[src/sv/clf_pkg.sv]
// Shared types, codes and defaults of the concurrency limiter
`default_nettype none
package clf_pkg;
	localparam int QUEUE_DEPTH_DEF = 16;
	localparam int TAG_BITS_DEF = 8;
	localparam int CMD_W = 2;
	localparam int TAG_W = 8;
	localparam int TICKET_W = 8;
	localparam int STATUS_W = 3;
	localparam int COUNT_W = 8;
	localparam int LIMIT_W = 8;

	typedef enum logic [CMD_W-1:0] {
		CMD_SCHEDULE = 2'd0,
		CMD_CANCEL = 2'd1,
		CMD_DONE = 2'd2
	} cmd_t;

	typedef enum logic [STATUS_W-1:0] {
		STAT_STARTED = 3'd0,
		STAT_QUEUED = 3'd1,
		STAT_CANCEL_HIT = 3'd2,
		STAT_CANCEL_MISS = 3'd3,
		STAT_DONE_IDLE = 3'd4,
		STAT_FULL = 3'd5,
		STAT_DONE_ERROR = 3'd6
	} status_t;

	typedef enum logic {
		FSM_IDLE,
		FSM_POP
	} fsm_t;
endpackage
`default_nettype wire

[src/sv/clf_if.sv]
// Channel interfaces: command items, result items, limit register writes
`default_nettype none
interface clf_cmd_if;
	logic valid;
	logic ready;
	logic [clf_pkg::CMD_W-1:0] command;
	logic [clf_pkg::TAG_W-1:0] job_tag;
	logic [clf_pkg::TICKET_W-1:0] cancel_ticket;
	modport source (output valid, command, job_tag, cancel_ticket, input ready);
	modport sink (input valid, command, job_tag, cancel_ticket, output ready);
endinterface

interface clf_res_if;
	logic valid;
	logic ready;
	logic start_valid;
	logic [clf_pkg::TAG_W-1:0] start_tag;
	logic [clf_pkg::TICKET_W-1:0] ticket;
	logic [clf_pkg::STATUS_W-1:0] status;
	logic [clf_pkg::COUNT_W-1:0] running_now;
	modport source (output valid, start_valid, start_tag, ticket, status, running_now,
		input ready);
	modport sink (input valid, start_valid, start_tag, ticket, status, running_now,
		output ready);
endinterface

interface clf_cfg_if;
	logic valid;
	logic ready;
	logic [clf_pkg::LIMIT_W-1:0] concurrency_limit;
	modport source (output valid, concurrency_limit, input ready);
	modport sink (input valid, concurrency_limit, output ready);
endinterface
`default_nettype wire

[src/sv/concurrency_limiter_fifo.sv]
// Concurrency limiter top level: admission control, wait queue and result register
//
// Admits jobs up to concurrency_limit at once and queues the rest, in order, while
// there is room, in a QUEUE_DEPTH-entry FIFO held in two RAMs (tags and dead marks).
// Items are answered from the idle state, except a done item while jobs run and
// wait: it pops 1 to QUEUE_DEPTH queue entries until one is live or none is left.
// The pop loop reads one entry per cycle through the single read port of the queue
// RAMs; the final pop waits for a free result register. One item is handled at a
// time; a new item is taken no earlier than the cycle in which the previous result
// item is taken, so a waiting result holds off the next item.
// The queue RAMs need no clearing after reset. The limit register resets to 1.
`default_nettype none
module concurrency_limiter_fifo #(
	parameter int QUEUE_DEPTH = clf_pkg::QUEUE_DEPTH_DEF,
	parameter int TAG_BITS = clf_pkg::TAG_BITS_DEF
) (
	input wire logic clk,
	input wire logic arst_n,
	clf_cmd_if.sink cmd,
	clf_res_if.source res,
	clf_cfg_if.sink cfg
);
	localparam int SW = $clog2(QUEUE_DEPTH);
	localparam int CW = $clog2(QUEUE_DEPTH + 1);
	localparam int KEEP_BITS = (TAG_BITS < clf_pkg::TAG_W) ? TAG_BITS : clf_pkg::TAG_W;
	localparam logic [SW:0] DEPTH_W = (SW+1)'(QUEUE_DEPTH);
	localparam logic [SW-1:0] LAST_SLOT = SW'(QUEUE_DEPTH - 1);

	clf_pkg::fsm_t state_q, state_d;
	logic [clf_pkg::COUNT_W-1:0] running_q, running_d;
	logic [clf_pkg::LIMIT_W-1:0] limit_q;
	logic [SW-1:0] head_q, head_d;
	logic [CW-1:0] count_q, count_d;
	logic [clf_pkg::TICKET_W-1:0] seq_q, seq_d;

	logic out_valid_q, out_valid_d;
	logic start_valid_q, start_valid_d;
	logic [clf_pkg::TAG_W-1:0] start_tag_q, start_tag_d;
	logic [clf_pkg::TICKET_W-1:0] ticket_q, ticket_d;
	clf_pkg::status_t status_q, status_d;
	logic load;

	logic out_free, accept;
	logic [TAG_BITS-1:0] tag_in, tag_rd;
	logic [clf_pkg::TAG_W-1:0] tag_in_w, tag_rd_w;
	logic dead_rd;
	logic [SW:0] tail_sum, cancel_sum;
	logic [SW-1:0] tail_slot, cancel_slot, head_inc;
	logic [clf_pkg::TICKET_W-1:0] cancel_off;
	logic cancel_hit;

	logic tag_we, dead_we, dead_wdata;
	logic [SW-1:0] dead_waddr;
	logic live, last_entry, final_pop;

	assign out_free = !out_valid_q || res.ready;
	assign cmd.ready = (state_q == clf_pkg::FSM_IDLE) && out_free;
	assign accept = cmd.valid && cmd.ready;
	assign cfg.ready = 1'b1;

	always_comb begin
		tag_in = '0;
		tag_in_w = '0;
		tag_rd_w = '0;
		for (int i = 0; i < KEEP_BITS; i++) begin
			tag_in[i] = cmd.job_tag[i];
			tag_in_w[i] = cmd.job_tag[i];
			tag_rd_w[i] = tag_rd[i];
		end
	end

	assign tail_sum = {1'b0, head_q} + (SW+1)'(count_q);
	assign tail_slot = (tail_sum >= DEPTH_W) ? SW'(tail_sum - DEPTH_W) : tail_sum[SW-1:0];
	assign cancel_off = cmd.cancel_ticket - seq_q;
	assign cancel_hit = cancel_off < clf_pkg::TICKET_W'(count_q);
	assign cancel_sum = {1'b0, head_q} + cancel_off[SW:0];
	assign cancel_slot = (cancel_sum >= DEPTH_W) ? SW'(cancel_sum - DEPTH_W)
		: cancel_sum[SW-1:0];
	assign head_inc = (head_q == LAST_SLOT) ? '0 : head_q + SW'(1);

	assign live = !dead_rd;
	assign last_entry = (count_q == CW'(1));
	assign final_pop = live || last_entry;

	always_comb begin
		state_d = state_q;
		running_d = running_q;
		head_d = head_q;
		count_d = count_q;
		seq_d = seq_q;
		load = 1'b0;
		start_valid_d = 1'b0;
		start_tag_d = '0;
		ticket_d = '0;
		status_d = clf_pkg::STAT_CANCEL_MISS;
		tag_we = 1'b0;
		dead_we = 1'b0;
		dead_waddr = tail_slot;
		dead_wdata = 1'b0;
		case (state_q)
			clf_pkg::FSM_IDLE: begin
				if (accept) begin
					case (cmd.command)
						clf_pkg::CMD_SCHEDULE: begin
							load = 1'b1;
							if (running_q < limit_q) begin
								running_d = running_q + 1'b1;
								start_valid_d = 1'b1;
								start_tag_d = tag_in_w;
								status_d = clf_pkg::STAT_STARTED;
							end else if (count_q >= CW'(QUEUE_DEPTH)) begin
								status_d = clf_pkg::STAT_FULL;
							end else begin
								tag_we = 1'b1;
								dead_we = 1'b1;
								ticket_d = seq_q + clf_pkg::TICKET_W'(count_q);
								count_d = count_q + CW'(1);
								status_d = clf_pkg::STAT_QUEUED;
							end
						end
						clf_pkg::CMD_CANCEL: begin
							load = 1'b1;
							if (cancel_hit) begin
								dead_we = 1'b1;
								dead_waddr = cancel_slot;
								dead_wdata = 1'b1;
								status_d = clf_pkg::STAT_CANCEL_HIT;
							end
						end
						clf_pkg::CMD_DONE: begin
							if (running_q == '0) begin
								load = 1'b1;
								status_d = clf_pkg::STAT_DONE_ERROR;
							end else begin
								running_d = running_q - 1'b1;
								if (count_q == '0) begin
									load = 1'b1;
									status_d = clf_pkg::STAT_DONE_IDLE;
								end else begin
									state_d = clf_pkg::FSM_POP;
								end
							end
						end
						default: begin
							load = 1'b1;
						end
					endcase
				end
			end
			clf_pkg::FSM_POP: begin
				if (!final_pop || out_free) begin
					head_d = head_inc;
					seq_d = seq_q + 1'b1;
					count_d = count_q - CW'(1);
					if (final_pop) begin
						load = 1'b1;
						state_d = clf_pkg::FSM_IDLE;
						if (live) begin
							running_d = running_q + 1'b1;
							start_valid_d = 1'b1;
							start_tag_d = tag_rd_w;
							status_d = clf_pkg::STAT_STARTED;
						end else begin
							status_d = clf_pkg::STAT_DONE_IDLE;
						end
					end
				end
			end
			default: begin
				state_d = clf_pkg::FSM_IDLE;
			end
		endcase
		out_valid_d = load ? 1'b1 : (out_valid_q && !res.ready);
	end

	always_ff @(posedge clk or negedge arst_n) begin
		if (!arst_n) begin
			state_q <= clf_pkg::FSM_IDLE;
			running_q <= '0;
			limit_q <= clf_pkg::LIMIT_W'(1);
			head_q <= '0;
			count_q <= '0;
			seq_q <= '0;
			out_valid_q <= 1'b0;
		end else begin
			state_q <= state_d;
			running_q <= running_d;
			head_q <= head_d;
			count_q <= count_d;
			seq_q <= seq_d;
			out_valid_q <= out_valid_d;
			if (cfg.valid) begin
				limit_q <= cfg.concurrency_limit;
			end
		end
	end

	always_ff @(posedge clk) begin
		if (load) begin
			start_valid_q <= start_valid_d;
			start_tag_q <= start_tag_d;
			ticket_q <= ticket_d;
			status_q <= status_d;
		end
	end

	clf_ram #(
		.WIDTH(TAG_BITS),
		.DEPTH(QUEUE_DEPTH)
	) u_tag_ram (
		.clk(clk),
		.wr_en(tag_we),
		.wr_addr(tail_slot),
		.wr_data(tag_in),
		.rd_addr(head_d),
		.rd_data(tag_rd)
	);

	clf_ram #(
		.WIDTH(1),
		.DEPTH(QUEUE_DEPTH)
	) u_dead_ram (
		.clk(clk),
		.wr_en(dead_we),
		.wr_addr(dead_waddr),
		.wr_data(dead_wdata),
		.rd_addr(head_d),
		.rd_data(dead_rd)
	);

	assign res.valid = out_valid_q;
	assign res.start_valid = start_valid_q;
	assign res.start_tag = start_tag_q;
	assign res.ticket = ticket_q;
	assign res.status = status_q;
	assign res.running_now = running_q;
endmodule
`default_nettype wire

[src/sv/clf_ram.sv]
// Generic single-port-write, single-port-read RAM with registered read
`default_nettype none
module clf_ram #(
	parameter int WIDTH = 8,
	parameter int DEPTH = 16
) (
	input wire logic clk,
	input wire logic wr_en,
	input wire logic [$clog2(DEPTH)-1:0] wr_addr,
	input wire logic [WIDTH-1:0] wr_data,
	input wire logic [$clog2(DEPTH)-1:0] rd_addr,
	output logic [WIDTH-1:0] rd_data
);
	logic [WIDTH-1:0] mem [DEPTH];

	always_ff @(posedge clk) begin
		if (wr_en) begin
			mem[wr_addr] <= wr_data;
		end
		rd_data <= mem[rd_addr];
	end
endmodule
`default_nettype wire
[src/flat_wrapper.sv]
// flat-port wrapper written by rule: the top's interface ports become plain ports
module concurrency_limiter_fifo_flat 
#(
	parameter int QUEUE_DEPTH = clf_pkg::QUEUE_DEPTH_DEF,
	parameter int TAG_BITS = clf_pkg::TAG_BITS_DEF
)
  (clk, arst_n, cmd_valid, cmd_command, cmd_job_tag, cmd_cancel_ticket, cmd_ready, res_valid, res_start_valid, res_start_tag, res_ticket, res_status, res_running_now, res_ready, cfg_valid, cfg_concurrency_limit, cfg_ready);
  clf_cmd_if cmd_i ();
  clf_res_if res_i ();
  clf_cfg_if cfg_i ();
  input wire logic clk;
  input wire logic arst_n;
  input wire logic [$bits(cmd_i.valid)-1:0] cmd_valid;
  input wire logic [$bits(cmd_i.command)-1:0] cmd_command;
  input wire logic [$bits(cmd_i.job_tag)-1:0] cmd_job_tag;
  input wire logic [$bits(cmd_i.cancel_ticket)-1:0] cmd_cancel_ticket;
  output wire logic [$bits(cmd_i.ready)-1:0] cmd_ready;
  output wire logic [$bits(res_i.valid)-1:0] res_valid;
  output wire logic [$bits(res_i.start_valid)-1:0] res_start_valid;
  output wire logic [$bits(res_i.start_tag)-1:0] res_start_tag;
  output wire logic [$bits(res_i.ticket)-1:0] res_ticket;
  output wire logic [$bits(res_i.status)-1:0] res_status;
  output wire logic [$bits(res_i.running_now)-1:0] res_running_now;
  input wire logic [$bits(res_i.ready)-1:0] res_ready;
  input wire logic [$bits(cfg_i.valid)-1:0] cfg_valid;
  input wire logic [$bits(cfg_i.concurrency_limit)-1:0] cfg_concurrency_limit;
  output wire logic [$bits(cfg_i.ready)-1:0] cfg_ready;
  assign cmd_i.valid = cmd_valid;
  assign cmd_i.command = cmd_command;
  assign cmd_i.job_tag = cmd_job_tag;
  assign cmd_i.cancel_ticket = cmd_cancel_ticket;
  assign cmd_ready = cmd_i.ready;
  assign res_valid = res_i.valid;
  assign res_start_valid = res_i.start_valid;
  assign res_start_tag = res_i.start_tag;
  assign res_ticket = res_i.ticket;
  assign res_status = res_i.status;
  assign res_running_now = res_i.running_now;
  assign res_i.ready = res_ready;
  assign cfg_i.valid = cfg_valid;
  assign cfg_i.concurrency_limit = cfg_concurrency_limit;
  assign cfg_ready = cfg_i.ready;
  concurrency_limiter_fifo #(.QUEUE_DEPTH(QUEUE_DEPTH), .TAG_BITS(TAG_BITS)) u_core (.clk(clk), .arst_n(arst_n), .cmd(cmd_i), .res(res_i), .cfg(cfg_i));
endmodule
[config.mk]
export PLATFORM = sky130hd
export DESIGN_NAME = concurrency_limiter_fifo_flat
export DESIGN_NICKNAME = d
export VERILOG_FILES = /design/src/sv/clf_pkg.sv /design/src/sv/clf_if.sv /design/src/sv/concurrency_limiter_fifo.sv /design/src/sv/clf_ram.sv /design/src/flat_wrapper.sv
export SDC_FILE = /design/constraint.sdc
export NUM_CORES = 1
export LEC_CHECK = 0
export BUFFER_PORTS_ARGS = -buffer_cell sky130_fd_sc_hd__clkbuf_2
export CORE_UTILIZATION = 55
export CTS_CLUSTER_SIZE = 40
export DETAILED_ROUTE_END_ITERATION = 8
export HOLD_SLACK_MARGIN = 0.1
export MAX_ROUTING_LAYER = met4
export PLACE_DENSITY_LB_ADDON = 0.05
export SLEW_MARGIN = 0
export SYNTH_ARGS = -nofsm -noshare
export SYNTH_HDL_FRONTEND = slang
export SYNTH_SLANG_ARGS = --single-unit
[constraint.sdc]
create_clock -name clk -period 3.65 [get_ports clk]
set_clock_uncertainty 0.15 [all_clocks]
set_input_delay 0 -clock clk [delete_from_list [all_inputs] [get_ports clk]]
set_output_delay 0 -clock clk [all_outputs]
set_load 0.05 [all_outputs]
==> results.toml <==
[status]
status = "finished clean"

[timing]
layout_setup_ws_ns = 0.140
fmax_mhz = 285
fin_crit_ns = 3.51
fin_setup_tns_ns = 0
fin_hold_ws_ns = 0.136
period_share_pct = 96.2
setup_viol = 0
rsz0062_at_grt = "false"
slew_headroom_pct = 62.6
slew_viol_final = 0
tightest_slew_ns = 0.562
hold_viol = 0

[setup_path]
cp.arrival_ns = 3.75
critPathLaunchType = "flop"
crit_type = "flop to flop"
path_max_fanout = 5
cp.required_ns = 3.89
cp-end-kind = "flop"

[die]
die_h_um = 136
rows = 48
die-width_um = 136
io-pin-count = 62
design.die.area_mm2 = 0.0185
core_area_mm2 = 0.0174
start_util_pct = 56.6

[clock_network]
hold_buffers = 45
root_buffer = "clkbuf_16"
cts_made_buffers = 22
cts_setup_buffers = 0
clock-sinks = 208
cts_tree = "yes"
cts_buffer_depth = 3
htreeDepth = 1
clk_pin_slew_ns = 0.06
ctsResizeCount = 0
clk_latency_ns = 0.51

[synthesis]
avgSynthCellArea_um2 = 12.8
yosysTopAreaCell = "edfxtp_1"
ys_types = 67
synth_edf_count = 164
syn_inst = 772
ys_seq_elements = 208
synthFlopType = "edfxtp_1"
ys_warn_count = 0
synth_top_area_share_pct = 50.0
synthArstFlopShare_pct = 16.8
yosys-top-cells-count = "edfxtp_1 (164), nand3_1 (91), inv_1 (50), mux2i_1 (39)"
synth_area_leaders = "edfxtp_1 (50%), dfrtp_1 (8.6%), ha_1 (4.7%)"
synthesis.nets = 844
ys_seq_area_share_pct = 60.7
synth_most_common_cell = "edfxtp_1"
netlist_area_mm2 = 0.00986

[detailed_routing]
via_per_inst = 6.00
wl_per_cell_um = 20.5
num_vias = 6798
drt_iter0_drc = 747
wl_mm = 23.2
ant_nets = 0
drc = 0
firstDrtPassIters = 5

[pwr]
p_total_mw = 11.0
p_per_area_mw_per_mm2 = 949
peakVddDrop_v = 0.000755
p_leak_nw = 4.46

[placed_design]
gp_congestion = 1.00
io_buffer_count = 60
placed_area_mm2 = 0.0105
dp_hpwl_mm = 15.0
place_ws_ns = 0.299
dp_cells = 1048

[cells_and_area]
antennaDiodeCount = 0
layout.nets = 964
fin_cells = 1133
area_growth_pct = 17.9
drive_above_1_share_pct = 15.0
finish.utilization_pct = 66.8
finalInstanceArea_mm2 = 0.0116
fill_cells = 1311

[min_path]
min_path_type = "input pin to flop"

[global_route]
grt_pass1_vias = 6776
grt_max_degree = 49
antenna_found_initial = 2
grt_util_all_layers_pct = 26.6
grt_pass1_wl_mm = 36.1
grt-ovfl-total = 0

[flow_run]
maxCapViolations = 0
-- sequential cells by signal, indices dropped and copies added, names as in the netlist --
| register | count |
|---|---|
| u_core.count_q | 5 |
| u_core.u_dead_ram.rd_data | 1 |
| u_core.res.running_now | 8 |
| u_core.u_dead_ram.mem | 16 |
| u_core.res.ticket | 8 |
| u_core.res.valid | 1 |
| u_core.head_q | 4 |
| u_core.u_tag_ram.rd_data | 8 |
| u_core.limit_q | 8 |
| u_core.state_q | 1 |
| u_core.res.start_tag | 8 |
| u_core.res.status | 3 |
| u_core.res.start_valid | 1 |
| u_core.seq_q | 8 |
| u_core.u_tag_ram.mem | 128 |
-- metal layers --
metal / part of all wire, % / routed length, um / vias up / track usage [%]
li1: - / - / 3161 / -
met1: 45 / 10500 / 3345 / 36.9
met2: 46 / 10700 / 254 / 41.4
met3: 7.1 / 1650 / 38 / 4.06
met4: 1.8 / 419 / 0 / 6.54
met5: 0 / 0 / - / -
-- cell families (layout without fill, tap and decap cells) --
logic type                 after synthesis  in the layout  share of synthesized area [%]
other                                    1              1                         0.0380
buffers and inverters                   86            222                           4.06
AOI/OAI and AO/OA                      131            131                           9.58
and+or+nand+nor                        221            221                           11.9
xor gates and xnor gates                41             41                           3.64
muxes                                   43             43                           4.56
adders and majority gates               41             41                           5.51
DFF                                    208            208                           60.7
-- where the power goes --
| part | total (mW) | leakage, nW | switching [mW] | internal [mW] |
|---|---|---|---|---|
| registers | 3.23 | 1.97 | 0.321 | 2.91 |
| clock network | 2.11 | 0.329 | 0.917 | 1.19 |
| logic | 5.69 | 2.16 | 3.63 | 2.06 |
-- cells in the final DEF (no fill, tap or decap), drive strengths merged, types with 12 or more instances in the layout --
cell | synthesis | final
o21ai | 19 | 19
nand2 | 27 | 27
buf | 20 | 27
edfxtp | 164 | 164
xor2 | 12 | 12
dlygate4sd3 | 0 | 44
clkbuf | 15 | 92
ha | 37 | 37
mux2i | 41 | 41
inv | 50 | 51
xnor2 | 29 | 29
nor2 | 37 | 37
nand3 | 91 | 91
o2111ai | 37 | 37
dfrtp | 34 | 34
a21oi | 29 | 29
-- area by class of cell --
cell class,count,area (um2),area share [%]
tap,225,282,2.42
timing repair buffer,131,993,8.54
sequential,208,5980,51.4
inverter,51,196,1.69
multi-input combinational,478,3490,30.0
clock buffer,32,618,5.32
clock inverter,8,67.6,0.581
-- final timing paths --
check                                           end  slack, ns  depth (start not counted)                         from
setup / recovery                     u_core.state_q       0.14                         10    u_core.res.running_now[0]
hold / removal             u_core.u_dead_ram.mem[7]       0.14                          5         cmd_cancel_ticket[7]
setup reg to reg                     u_core.state_q       0.14                         10    u_core.res.running_now[0]
hold reg to reg             u_core.res.start_tag[4]       0.36                          1  u_core.u_tag_ram.rd_data[4]
max in group asynchronous         u_core.limit_q[5]       2.64                          4                       arst_n
min in group asynchronous         u_core.limit_q[0]       0.48                          3                       arst_n
-- critical path, cell delays in order (launching register included) --
cell	delay [ns]
dfrtp_1	0.42
inv_1	0.13
ha_1	0.18
or4b_1	0.46
or4_1	0.49
nand2_1	0.12
nor3b_1	0.07
a31oi_1	0.18
dlygate4sd3_1	0.57
nor2_1	0.05
dlygate4sd3_1	0.57
(Power assumes the default switching activity.)
